===== config.mk =====
export PLATFORM = sky130hd
export DESIGN_NAME = cartridge_bank_controller_flat
export DESIGN_NICKNAME = d
export VERILOG_FILES = /design/src/sv/cbc_pkg.sv /design/src/sv/cbc_access_if.sv /design/src/sv/cbc_result_if.sv /design/src/sv/cbc_bank_regs.sv /design/src/sv/cbc_addr_map.sv /design/src/sv/cartridge_bank_controller.sv /design/src/flat_wrapper.sv
export SDC_FILE = /design/constraint.sdc
export NUM_CORES = 1
export LEC_CHECK = 0
export BUFFER_PORTS_ARGS = -buffer_cell sky130_fd_sc_hd__buf_4
export CAP_MARGIN = 20
export CORE_MARGIN = 2
export CORE_UTILIZATION = 45
export CTS_CLUSTER_SIZE = 10
export DETAILED_ROUTE_END_ITERATION = 6
export PLACE_DENSITY = 0.69
export SKIP_CTS_REPAIR_TIMING = 1
export SYNTH_ARGS = -nofsm -noshare
export SYNTH_HDL_FRONTEND = slang
export SYNTH_SLANG_ARGS = --single-unit

===== constraint.sdc =====
create_clock -name clk -period 3.7 [get_ports clk]
set_input_delay 1.11 -clock clk [delete_from_list [all_inputs] [get_ports clk]]
set_output_delay 1.11 -clock clk [all_outputs]
set_load 0.005 [all_outputs]

===== src/sv/cbc_pkg.sv =====
// ----------------------------------------------------------------------------
// cbc_pkg
// Shared types, codes and constants for the cartridge bank controller.
// ----------------------------------------------------------------------------
package cbc_pkg;

  // Controller kinds
  localparam logic [1:0] KIND_ROM_ONLY = 2'd0;
  localparam logic [1:0] KIND_MBC1     = 2'd1;
  localparam logic [1:0] KIND_MBC2     = 2'd2;
  localparam logic [1:0] KIND_MBC3     = 2'd3;

  // Result targets
  localparam logic [2:0] TGT_FIXED_ROM  = 3'd0;
  localparam logic [2:0] TGT_BANKED_ROM = 3'd1;
  localparam logic [2:0] TGT_CART_RAM   = 3'd2;
  localparam logic [2:0] TGT_RTC        = 3'd3;
  localparam logic [2:0] TGT_CTRL       = 3'd4;
  localparam logic [2:0] TGT_NONE       = 3'd5;

  // Control write regions, address bits 14:13 below 0x8000
  localparam logic [1:0] REGION_ENABLE   = 2'd0;
  localparam logic [1:0] REGION_ROM_BANK = 2'd1;
  localparam logic [1:0] REGION_RAM_BANK = 2'd2;
  localparam logic [1:0] REGION_MODE     = 2'd3;

  // RTC latch sequence
  localparam logic [1:0] LATCH_IDLE    = 2'd0;
  localparam logic [1:0] LATCH_ARMED   = 2'd1;
  localparam logic [1:0] LATCH_HELD    = 2'd2;
  localparam logic [1:0] LATCH_REARMED = 2'd3;

  // RAM window select 0xA000-0xBFFF: address bits 15:13
  localparam logic [2:0] RAM_WINDOW_TAG = 3'b101;

  localparam int ROM_BANK_BYTES = 16384;
  localparam int ROM_OFF_BITS   = $clog2(ROM_BANK_BYTES);
  localparam int ROM_BANK_BITS  = 7;
  localparam int ROM_ADDR_BITS  = 21;
  localparam int RAM_ADDR_BITS  = 15;

  localparam logic [3:0] RAM_ENABLE_KEY = 4'hA;
  localparam logic [3:0] RTC_SEL_FIRST  = 4'h8;
  localparam logic [3:0] RTC_SEL_LAST   = 4'hC;

  typedef struct packed {
    logic        action;
    logic [15:0] address;
    logic [7:0]  write_data;
  } access_t;

  typedef struct packed {
    logic [ROM_BANK_BITS-1:0] rom_bank;
    logic [3:0]               ram_bank;
    logic                     ram_enable;
    logic                     banking_mode;
    logic [1:0]               latch_seq;
  } bank_state_t;

  localparam bank_state_t BANK_STATE_RESET = '{
    rom_bank:     7'd1,
    ram_bank:     4'd0,
    ram_enable:   1'b0,
    banking_mode: 1'b0,
    latch_seq:    LATCH_IDLE
  };

  typedef struct packed {
    logic [2:0]               target;
    logic [ROM_ADDR_BITS-1:0] rom_address;
    logic [RAM_ADDR_BITS-1:0] ram_address;
    logic [2:0]               rtc_index;
    logic [7:0]               store_data;
    logic                     ram_enabled;
    logic                     rtc_held;
  } result_t;

  function automatic logic enable_value(input logic [7:0] data);
    return data[3:0] == RAM_ENABLE_KEY;
  endfunction

endpackage


===== src/sv/cbc_access_if.sv =====
// ----------------------------------------------------------------------------
// cbc_access_if
// Valid/ready channel carrying one CPU bus access to the cartridge space.
// ----------------------------------------------------------------------------
interface cbc_access_if;
  logic        valid;
  logic        ready;
  logic        action;
  logic [15:0] address;
  logic [7:0]  write_data;

  modport source (output valid, output action, output address, output write_data,
                  input ready);
  modport sink   (input valid, input action, input address, input write_data,
                  output ready);
endinterface


===== src/sv/cbc_result_if.sv =====
// ----------------------------------------------------------------------------
// cbc_result_if
// Valid/ready channel carrying one translated access result.
// ----------------------------------------------------------------------------
interface cbc_result_if;
  logic        valid;
  logic        ready;
  logic [2:0]  target;
  logic [20:0] rom_address;
  logic [14:0] ram_address;
  logic [2:0]  rtc_index;
  logic [7:0]  store_data;
  logic        ram_enabled;
  logic        rtc_held;

  modport source (output valid, output target, output rom_address, output ram_address,
                  output rtc_index, output store_data, output ram_enabled,
                  output rtc_held, input ready);
  modport sink   (input valid, input target, input rom_address, input ram_address,
                  input rtc_index, input store_data, input ram_enabled,
                  input rtc_held, output ready);
endinterface


===== src/sv/cbc_bank_regs.sv =====
// ----------------------------------------------------------------------------
// cbc_bank_regs
// Controller kind, bank registers and RTC latch sequence, with the control
// write decode for each controller kind.
// ----------------------------------------------------------------------------
module cbc_bank_regs (
  input  logic                clk,
  input  logic                rst,
  input  logic                cfg_write_en,
  input  logic [1:0]          cfg_write_data,
  input  logic                update,
  input  cbc_pkg::access_t    item,
  output logic [1:0]          kind,
  output cbc_pkg::bank_state_t state,
  output cbc_pkg::bank_state_t state_next,
  output logic [2:0]          ctrl_target
);
  import cbc_pkg::*;

  logic [1:0] region;
  logic [7:0] data;
  logic [4:0] low5;
  logic       sel_ok;

  assign region = item.address[14:13];
  assign data   = item.write_data;
  assign low5   = data[4:0];
  assign sel_ok = (data < 8'h04) ||
                  (data >= {4'h0, RTC_SEL_FIRST} && data <= {4'h0, RTC_SEL_LAST});

  always_comb begin
    state_next  = state;
    ctrl_target = TGT_NONE;
    if (item.action && !item.address[15]) begin
      case (kind)
        KIND_MBC1: begin
          ctrl_target = TGT_CTRL;
          case (region)
            REGION_ENABLE: state_next.ram_enable = enable_value(data);
            REGION_ROM_BANK: begin
              // bank zero of the low field reads as bank one
              if (low5 == 5'd0) begin
                state_next.rom_bank = {state.rom_bank[6:5], 5'd1};
              end else begin
                state_next.rom_bank = {state.rom_bank[6:5], low5};
              end
            end
            REGION_RAM_BANK: begin
              if (!state.banking_mode) begin
                state_next.rom_bank = {data[1:0], state.rom_bank[4:0]};
              end else begin
                state_next.ram_bank = {2'b00, data[1:0]};
              end
            end
            default: begin
              state_next.banking_mode = data[0];
              if (!data[0]) begin
                state_next.ram_bank = 4'd0;
              end else begin
                state_next.rom_bank = {2'b00, state.rom_bank[4:0]};
              end
            end
          endcase
        end
        KIND_MBC2: begin
          // address bit 8 picks enable versus bank register
          case (region)
            REGION_ENABLE: begin
              if (!item.address[8]) begin
                state_next.ram_enable = enable_value(data);
                ctrl_target           = TGT_CTRL;
              end
            end
            REGION_ROM_BANK: begin
              if (item.address[8]) begin
                state_next.rom_bank = (data[3:0] == 4'd0) ? 7'd1 : {3'b000, data[3:0]};
                ctrl_target         = TGT_CTRL;
              end
            end
            default: ctrl_target = TGT_NONE;
          endcase
        end
        KIND_MBC3: begin
          ctrl_target = TGT_CTRL;
          case (region)
            REGION_ENABLE: state_next.ram_enable = enable_value(data);
            REGION_ROM_BANK: begin
              state_next.rom_bank = (data[6:0] == 7'd0) ? 7'd1 : data[6:0];
            end
            REGION_RAM_BANK: begin
              if (sel_ok) begin
                state_next.ram_bank = data[3:0];
              end
            end
            default: begin
              case (state.latch_seq)
                LATCH_IDLE:  state_next.latch_seq = (data == 8'h00) ? LATCH_ARMED : LATCH_IDLE;
                LATCH_ARMED: state_next.latch_seq = (data == 8'h01) ? LATCH_HELD : LATCH_IDLE;
                LATCH_HELD:  state_next.latch_seq = (data == 8'h00) ? LATCH_REARMED : LATCH_HELD;
                default:     state_next.latch_seq = LATCH_HELD;
              endcase
            end
          endcase
        end
        default: ctrl_target = TGT_NONE;
      endcase
    end
  end

  always_ff @(posedge clk) begin
    if (rst) begin
      kind  <= KIND_ROM_ONLY;
      state <= BANK_STATE_RESET;
    end else begin
      if (cfg_write_en) begin
        kind <= cfg_write_data;
      end
      if (update) begin
        state <= state_next;
      end
    end
  end

endmodule


===== src/sv/cbc_addr_map.sv =====
// ----------------------------------------------------------------------------
// cbc_addr_map
// Translates one access into a ROM address, cart RAM address or RTC index,
// using bank registers before the access and enable/latch flags after it.
// ----------------------------------------------------------------------------
module cbc_addr_map #(
  parameter int RAM_BANK_BYTES = 8192
) (
  input  logic [1:0]           kind,
  input  cbc_pkg::access_t     item,
  input  cbc_pkg::bank_state_t state,
  input  cbc_pkg::bank_state_t state_next,
  input  logic [2:0]           ctrl_target,
  output cbc_pkg::result_t     res
);
  import cbc_pkg::*;

  // bank size is a power of two, so the window offset is a bit field
  localparam int RAM_OFF_BITS = $clog2(RAM_BANK_BYTES);

  logic [ROM_BANK_BITS-1:0] rom_bank;
  logic [1:0]               ram_bank;
  logic [2:0]               ram_target;
  logic [3:0]               sel;

  assign sel      = state.ram_bank;
  assign rom_bank = (kind == KIND_ROM_ONLY) ? 7'd1 : state.rom_bank;

  always_comb begin
    ram_bank   = 2'd0;
    ram_target = TGT_CART_RAM;
    case (kind)
      KIND_MBC1: ram_bank = sel[1:0];
      KIND_MBC3: begin
        if (sel[3:2] == 2'b00) begin
          ram_bank = sel[1:0];
        end else if (sel >= RTC_SEL_FIRST && sel <= RTC_SEL_LAST) begin
          ram_target = TGT_RTC;
        end else begin
          ram_target = TGT_NONE;
        end
      end
      default: ram_bank = 2'd0;
    endcase
  end

  always_comb begin
    res             = '0;
    res.target      = TGT_NONE;
    res.ram_enabled = state_next.ram_enable;
    res.rtc_held    = state_next.latch_seq[1];
    if (!item.address[15]) begin
      if (item.action) begin
        res.target = ctrl_target;
      end else if (!item.address[14]) begin
        res.target      = TGT_FIXED_ROM;
        res.rom_address = ROM_ADDR_BITS'(item.address[ROM_OFF_BITS-1:0]);
      end else begin
        res.target      = TGT_BANKED_ROM;
        res.rom_address = {rom_bank, item.address[ROM_OFF_BITS-1:0]};
      end
    end else if (item.address[15:13] == RAM_WINDOW_TAG) begin
      res.target = ram_target;
      if (ram_target == TGT_CART_RAM) begin
        res.ram_address = RAM_ADDR_BITS'({ram_bank, item.address[RAM_OFF_BITS-1:0]});
      end
      if (ram_target == TGT_RTC) begin
        // select 8..12 minus 8 is its low three bits
        res.rtc_index = sel[2:0];
      end
      if (item.action && (ram_target == TGT_CART_RAM || ram_target == TGT_RTC)) begin
        res.store_data = (kind == KIND_MBC2) ? {4'h0, item.write_data[3:0]}
                                             : item.write_data;
      end
    end
  end

endmodule


===== src/sv/cartridge_bank_controller.sv =====
// ----------------------------------------------------------------------------
// cartridge_bank_controller
// Cartridge memory bank controller: ROM only, MBC1, MBC2 and MBC3 banking
// rules with address translation for the ROM and cart RAM windows.
//
//   port             dir   kind          carries
//   access           in    valid/ready   action, address, write_data
//   result           out   valid/ready   target, addresses, rtc_index, store data, flags
//   cfg_write_en/_data in  write only    controller_kind
//
// One beat in, one beat out, one beat per cycle sustained while result is
// ready; an access beat passes the input register, then the result register.
// Bank state updates as the access moves from the input register into the
// result register, so back-to-back writes see each other in order.
// A stalled result holds the result register; the input register still
// takes a beat while the result register is free or draining.
// Reset is synchronous: bank state, controller kind and valids return to their reset values at once.
// ----------------------------------------------------------------------------
module cartridge_bank_controller #(
  parameter int RAM_BANK_BYTES = 8192
) (
  input  logic                clk,
  input  logic                rst,
  input  logic                cfg_write_en,
  input  logic [1:0]          cfg_write_data,
  cbc_access_if.sink          access,
  cbc_result_if.source        result
);
  import cbc_pkg::*;

  logic        stage_valid;
  access_t     stage_item;
  logic        advance;
  logic        res_valid;
  result_t     res_data;
  result_t     mapped;
  logic [1:0]  kind;
  bank_state_t bank_state;
  bank_state_t bank_state_next;
  logic [2:0]  ctrl_target;

  assign advance      = stage_valid && (!res_valid || result.ready);
  assign access.ready = !stage_valid || advance;

  always_ff @(posedge clk) begin
    if (rst) begin
      stage_valid <= 1'b0;
      res_valid   <= 1'b0;
    end else begin
      if (access.ready) begin
        stage_valid <= access.valid;
      end
      if (advance) begin
        res_valid <= 1'b1;
      end else if (result.ready) begin
        res_valid <= 1'b0;
      end
    end
  end

  always_ff @(posedge clk) begin
    if (access.valid && access.ready) begin
      stage_item <= '{action: access.action, address: access.address,
                      write_data: access.write_data};
    end
    if (advance) begin
      res_data <= mapped;
    end
  end

  cbc_bank_regs u_bank_regs (
    .clk            (clk),
    .rst            (rst),
    .cfg_write_en   (cfg_write_en),
    .cfg_write_data (cfg_write_data),
    .update         (advance),
    .item           (stage_item),
    .kind           (kind),
    .state          (bank_state),
    .state_next     (bank_state_next),
    .ctrl_target    (ctrl_target)
  );

  cbc_addr_map #(
    .RAM_BANK_BYTES (RAM_BANK_BYTES)
  ) u_addr_map (
    .kind        (kind),
    .item        (stage_item),
    .state       (bank_state),
    .state_next  (bank_state_next),
    .ctrl_target (ctrl_target),
    .res         (mapped)
  );

  assign result.valid       = res_valid;
  assign result.target      = res_data.target;
  assign result.rom_address = res_data.rom_address;
  assign result.ram_address = res_data.ram_address;
  assign result.rtc_index   = res_data.rtc_index;
  assign result.store_data  = res_data.store_data;
  assign result.ram_enabled = res_data.ram_enabled;
  assign result.rtc_held    = res_data.rtc_held;

`ifndef SYNTHESIS
  // an empty result register never blocks the input side
  a_ready_when_empty: assert property (@(posedge clk) disable iff (rst)
    !res_valid |-> access.ready)
    else $error("access stalled with empty result register");

  // bank state moves only with a beat leaving the input register
  a_state_holds: assert property (@(posedge clk) disable iff (rst)
    !advance |=> $stable(bank_state))
    else $error("bank state changed without an advancing beat");

  // no rule selects ROM bank zero from a bank value set under the same controller kind
  a_rom_bank_nonzero: assert property (@(posedge clk) disable iff (rst)
    bank_state.rom_bank != '0)
    else $error("rom bank register reached zero");

  a_rom_addr_clean: assert property (@(posedge clk) disable iff (rst)
    res_valid && res_data.target != TGT_FIXED_ROM && res_data.target != TGT_BANKED_ROM
    |-> res_data.rom_address == '0)
    else $error("rom address set for a non-rom target");

  a_rtc_index_range: assert property (@(posedge clk) disable iff (rst)
    res_valid && res_data.target == TGT_RTC |-> res_data.rtc_index <= 3'd4)
    else $error("rtc index out of range");
`endif

endmodule


===== src/flat_wrapper.sv =====
// flat-port wrapper written by rule: the top's interface ports become plain ports
module cartridge_bank_controller_flat import cbc_pkg::*;
#(
  parameter int RAM_BANK_BYTES = 8192
)
  (clk, rst, cfg_write_en, cfg_write_data, access_valid, access_action, access_address, access_write_data, access_ready, result_valid, result_target, result_rom_address, result_ram_address, result_rtc_index, result_store_data, result_ram_enabled, result_rtc_held, result_ready);
  cbc_access_if access_i ();
  cbc_result_if result_i ();
  input  logic clk;
  input  logic rst;
  input  logic cfg_write_en;
  input  logic [1:0] cfg_write_data;
  input wire logic [$bits(access_i.valid)-1:0] access_valid;
  input wire logic [$bits(access_i.action)-1:0] access_action;
  input wire logic [$bits(access_i.address)-1:0] access_address;
  input wire logic [$bits(access_i.write_data)-1:0] access_write_data;
  output wire logic [$bits(access_i.ready)-1:0] access_ready;
  output wire logic [$bits(result_i.valid)-1:0] result_valid;
  output wire logic [$bits(result_i.target)-1:0] result_target;
  output wire logic [$bits(result_i.rom_address)-1:0] result_rom_address;
  output wire logic [$bits(result_i.ram_address)-1:0] result_ram_address;
  output wire logic [$bits(result_i.rtc_index)-1:0] result_rtc_index;
  output wire logic [$bits(result_i.store_data)-1:0] result_store_data;
  output wire logic [$bits(result_i.ram_enabled)-1:0] result_ram_enabled;
  output wire logic [$bits(result_i.rtc_held)-1:0] result_rtc_held;
  input wire logic [$bits(result_i.ready)-1:0] result_ready;
  assign access_i.valid = access_valid;
  assign access_i.action = access_action;
  assign access_i.address = access_address;
  assign access_i.write_data = access_write_data;
  assign access_ready = access_i.ready;
  assign result_valid = result_i.valid;
  assign result_target = result_i.target;
  assign result_rom_address = result_i.rom_address;
  assign result_ram_address = result_i.ram_address;
  assign result_rtc_index = result_i.rtc_index;
  assign result_store_data = result_i.store_data;
  assign result_ram_enabled = result_i.ram_enabled;
  assign result_rtc_held = result_i.rtc_held;
  assign result_i.ready = result_ready;
  cartridge_bank_controller #(.RAM_BANK_BYTES(RAM_BANK_BYTES)) u_core (.clk(clk), .rst(rst), .cfg_write_en(cfg_write_en), .cfg_write_data(cfg_write_data), .access(access_i), .result(result_i));
endmodule

# Word-level counts from Yosys, hierarchy flattened
# Cells that the tools add are included.
[totals] elab_cells=144 inputBits=32 reg_bits=96
[classes] bitwise_logic=5 muxes=46 n_lt_le_gt_ge=5 n_eq_ne=26 n_reduce_logical=39
[op_table] operator="$mux 7" count=7
[op_table] operator="$pmux 7 s3" count=2
[op_table] operator="$mux 4" count=6
[op_table] operator="$mux 22" count=1
[op_table] operator="$mux 3" count=7
[op_table] operator="$pmux 4 s2" count=2
[op_table] operator="$ne 2x1->1 const B" count=6
[op_table] operator="$pmux 3 s2" count=2
[op_table] operator="$mux 1" count=11
[op_table] operator="$reduce_and 10->1" count=1
[op_table] operator="$ne 3x3->1 const B" count=3
[op_table] operator="$reduce_and 3->1" count=3
[op_table] operator="$reduce_and 9->1" count=1
[op_table] operator="$eq 2x2->1 const B" count=4
[op_table] operator="$eq 8x1->1 const B" count=1
[op_table] operator="$ge 8x4->1 const B" count=1
[op_table] operator="$le 8x4->1 const B" count=1
[op_table] operator="$logic_not 2->1" count=4
[op_table] operator="$logic_not 8->1" count=1
[op_table] operator="$lt 8x3->1 const B" count=1
[op_table] operator="$mux 2" count=4
[op_table] operator="$ne 2x2->1 const B" count=4
[op_table] operator="$reduce_and 4->1" count=2
[op_table] operator="$reduce_and 8->1" count=1
[op_table] operator="23 further kinds" count=45

# Depth between registers and ports, before layout
[depth] ltp_word=10 depth_mapped=9 depth_no_buf=7

# Hierarchy
# From an unflattened synthesis, not the netlist that was laid out.
[hier_totals] hier_cells=335 area_unflattened_um2=4316.6
[by_module_without_submodules] mod="cartridge_bank_controller" area_each_um2=2416.1 n_inst=1 cells_each=87 seq_area_each_um2=2352.3
[by_module_without_submodules] mod="cbc_bank_regs" area_each_um2=1382.6 n_inst=1 cells_each=172 seq_area_each_um2=340.3
[by_module_without_submodules] mod="cbc_addr_map" area_each_um2=518.0 n_inst=1 cells_each=76 seq_area_each_um2=0.0

# Least setup slack after synthesis
# Ideal clock, no wire load.
[synth_path] path_type="in2reg" startpoint="input port result_ready" endpoint="register, netlist name u_core.u_bank_regs.state[3]" arrival_ps=3712 setup_slack_ps=-289 setup_ps=277 path_stages=3 required_ps=3423 path_buffers=0 path_cell_list="nor2b_1 > nor2_1 > a311oi_1"
[synth_via] elab_chain_len=2
[synth_rtl] element="start, declared" line="flat_wrapper.sv:26" text="input wire logic [$bits(result_i.ready)-1:0] result_ready;"
[synth_rtl] element="$logic_or 1x1->1" line="cartridge_bank_controller.sv:42" text="assign advance = stage_valid && (!res_valid || result.ready);"
[synth_rtl] element="$logic_and 1x1->1" line="cartridge_bank_controller.sv:42"
[synth_rtl] element="via u_core.advance" line="cartridge_bank_controller.sv:33" text="logic advance;"
# The timed path passes the listed nets, and every way through them passes these cells.
# A chain may end at the register's enable or synchronous reset.

# Final worst setup path
[layout_path] startpoint="input port result_ready" endpoint="output port access_ready"
[layout_via] elab_chain_len=3
[layout_rtl] element="$logic_or 1x1->1" line="cartridge_bank_controller.sv:42"
[layout_rtl] element="$logic_and 1x1->1" line="cartridge_bank_controller.sv:42"
[layout_rtl] element="$logic_or 1x1->1" line="cartridge_bank_controller.sv:43" text="assign access.ready = !stage_valid || advance;"
[layout_rtl] element="end, declared" line="flat_wrapper.sv:17" text="output wire logic [$bits(access_i.ready)-1:0] access_ready;"
# No other way between the ends.

==> results.md <==
* Outcome: finished clean
* Largest family of logic cells by synthesized area: simple AND/OR/NAND/NOR gates
* I/O pin cnt at 86
* Mapped Cells at 286
* Mapped Nets at 322
* Comb power frac at 6.9%
* Internal at 1.615 mW
* Final Hold Fails at 0
* Area leader, netlist: edfxtp_1
* Fmax achieved at 356.3 MHz
* Clk Latency, worst-skew pair at 0.37 ns
* Slowest stage delay, CP at 0.18 ns
* DP HPWL at 5137 um
* CTS Root Cell: clkbuf_8
* Initial antenna violation count at 0
* DR iter-0 viols at 181
* DRT Wirelength at 7488 um
* Crit path capture type: output port
* Nets@finish at 411
* Pwr dens at 437.1 nW/um^2
* Worst path slowest cell: buf_4
* Library cells used by synthesis at 47
* CP required at 2.59 ns
* Switching Fraction at 23.48%
* First-pass GRT wire length at 11510 um
* Core area at 8258 sq um
* R2r startpoint: u_core.stage_item[21]
* Fin Setup TNS at 0 ns
* CP Launch Type: input pin
* XOR/XNOR Fraction of Synth Area at 0%
* Final non-filler cell total at 485
* VDD IR max at 0.0002551 V
* Net Switching at 0.4958 mW
* Post-synthesis simple-gate area fraction at 17.15%
* Share of power burned in registers at 58.6%
* Via density at 5.169
* Final setup fails at 0
* Commonest register cell after synthesis: edfxtp_1
* Detailed-route via count at 2507
* Crit path time final at 2.807 ns
* CTS tree: built
* Crit path top cell by count: buf_4
* Initial Util at 46.56%
* Most instantiated cells after synthesis: 77 x edfxtp_1, 37 x and2_1, 22 x nor2_1, 21 x nand2_1, 19 x dfxtp_1
* Row count at 33
* Pre-CTS setup slack at 0.8840 ns
* H-tree depth at 3
* Post-synth EDFFs at 77
* Clock Pin Slew Worst Setup and Hold Paths at 0.09 ns
* Crit path max fanout at 6
* Yosys reg bits at 96
* Vias in the first global route at 2332
* Async S/R FF share, synth at 0%
* Slew margin rel. at 42.04%
* Placed cell count at 469
* CTS buffer count at 9
* Avg Cell Area, Syn at 13.44 sq um
* Hold path startpoint: u_core.u_bank_regs.state[9]
* Clk_skew at 0.01332 ns
* Worst slew pin tran at 0.8662 ns
* Synth-to-Final Area Change at 25.61%
* Leak at 1.926 nW
* Maximum clock insertion buffer count at 2
* Crit path kind: input pin to output port
* HP Class: register to register
* Final WS setup at 0.8933 ns
* Family with the most delay on the worst path: buffers and inverters
* Count leader, synth: edfxtp_1
* Yosys warns at 0
* Post-synth top area share at 60.14%
* Slew Limit Fails at 0
* Crit. Startpoint: result_ready
* Max_cap viols at 0
* Port Buffers at 85
* Gr usage total at 16.94%
* Worst path cell trace: buf_4 -> nor2b_1 -> buf_4 -> nand2_1 -> buf_4
* Clk sinks at 96
* Final Cell Area at 4830 sq um
* Die X at 96.44 um
* Synth Area in Compound Gates at 7.777%
* Synthesized cell area at 3845 sq um
* Total power at 2.111 mW
* Cell Area, Placed at 4613 sq um
* DRC violations left at 0
* Drt pass-1 iters at 5
* Wire per inst at 15.44 um
* Post-synthesis sequential area ratio at 70.03%
* CP arrival at 1.70 ns
* Unrepaired setup endpoints after global routing: false
* Area share of fa/ha/maj cells after synthesis at 1.302%
* GP Congestion at 0.8838
* Die area at 9300 sq um
* Diode count at 0
* Largest net degree at the start of global routing at 56
* Area contributors post-synth: edfxtp_1 60%, dfxtp_1 9.9%, and2_1 6.0%
* Die Y at 96.44 um
* Final worst-path cycle share at 75.86%
* Clock power frac at 34.5%
* Buf/Inv on CP at 3
* Mux contribution to synthesized area at 1.822%
* Final ANT Viol Nets at 0
* Global route total overflow at 0
* Fraction of layout cells with a size suffix above 1 at 30.26%
-- cells in the final DEF (no fill, tap or decap), types with 5 or more instances in the layout --
cell / count
a21oi_1: 11
and2_1: 37
and3_1: 7
buf_4: 87
clkbuf_8: 9
dfxtp_1: 19
edfxtp_1: 77
inv_1: 8
mux2i_1: 7
nand2_1: 21
nand2b_1: 5
nor2_1: 21
nor3_1: 5
o21ai_0: 9
-- power by group through the flow --
| stage | logic (mW) | registers, mW | clock network, mW |
|---|---|---|---|
| final | 0.146 | 1.24 | 0.728 |
| after global routing | 0.161 | 1.24 | 0.785 |
| after CTS | 0.147 | 1.24 | 0.742 |
| after detailed placement | 0.146 | 1.26 | 0 |
| after global placement | 0.144 | 1.26 | 0 |
| after floorplan | 0.0681 | 1.25 | 0 |
-- worst reg2reg max path, stage by stage, from the launching register on --
cell       delay, ns
edfxtp_1        0.41
inv_1           0.10
ha_1            0.27
or3b_1          0.40
a2111oi_2       0.41
o21a_1          0.37
mux2i_1         0.22
nand2_1         0.07
-- final cells by class --
| type | instances | area [sq um] |
|---|---|---|
| clock inverter | 7 | 92.59 |
| inverter | 8 | 30.03 |
| clock buffer | 9 | 123.9 |
| timing repair buffer | 88 | 673.1 |
| tap | 105 | 131.4 |
| sequential | 96 | 2693 |
| fill | 665 | 3428 |
| multi-input combinational | 172 | 1086 |
-- cells by family (layout without fill, tap and decap cells) --
group,after synthesis,count (layout)
buffers and inverters,18,112
AOI/OAI and AO/OA,43,43
and+or+nand+nor,118,118
adders and majority gates,4,4
DFF,96,96
muxes,7,7
-- per-layer routing --
layer | GRT usage (%) | share of wire, % | vias to the layer above
met3 | 3.569 | 6.9 | 9
met1 | 23.15 | 43 | 1177
met4 | 8.333 | 1.9 | 0
met5 | 0 | 0 | -
li1 | - | - | 1218
met2 | 25.87 | 48 | 103
-- path summary, 6_finish.rpt --
check	endpoint	slack, ns	cells past startpoint
max	access_ready	0.89	5
min	u_core.u_bank_regs.state[9]	0.46	2
max reg2reg	u_core.u_bank_regs.state[8]	1.35	7
min reg2reg	u_core.u_bank_regs.state[9]	0.46	2
-- state kept, by name, summed over array words and instances, names as in the netlist --
register and count:
u_core.stage_item 25, u_core.result.rom_address 21, u_core.result.ram_address 15, u_core.u_bank_regs.state 15, u_core.result.store_data 8, u_core.result.rtc_index 3, u_core.result.target 3, u_core.u_bank_regs.kind 2
u_core.result.ram_enabled 1, u_core.result.rtc_held 1, u_core.result.valid 1, u_core.stage_valid 1
-- per-stage QoR --
step / utilization (%) / hold slack [ns]
after floorplan: - / 0.4238
after global placement: 55.86 / 0.4329
after detailed placement: 55.86 / 0.4409
after CTS: 58.48 / 0.4626
after global routing: 58.48 / 0.4903
final: 58.48 / 0.4642
Note: power is estimated with default switching activity, not from simulation.
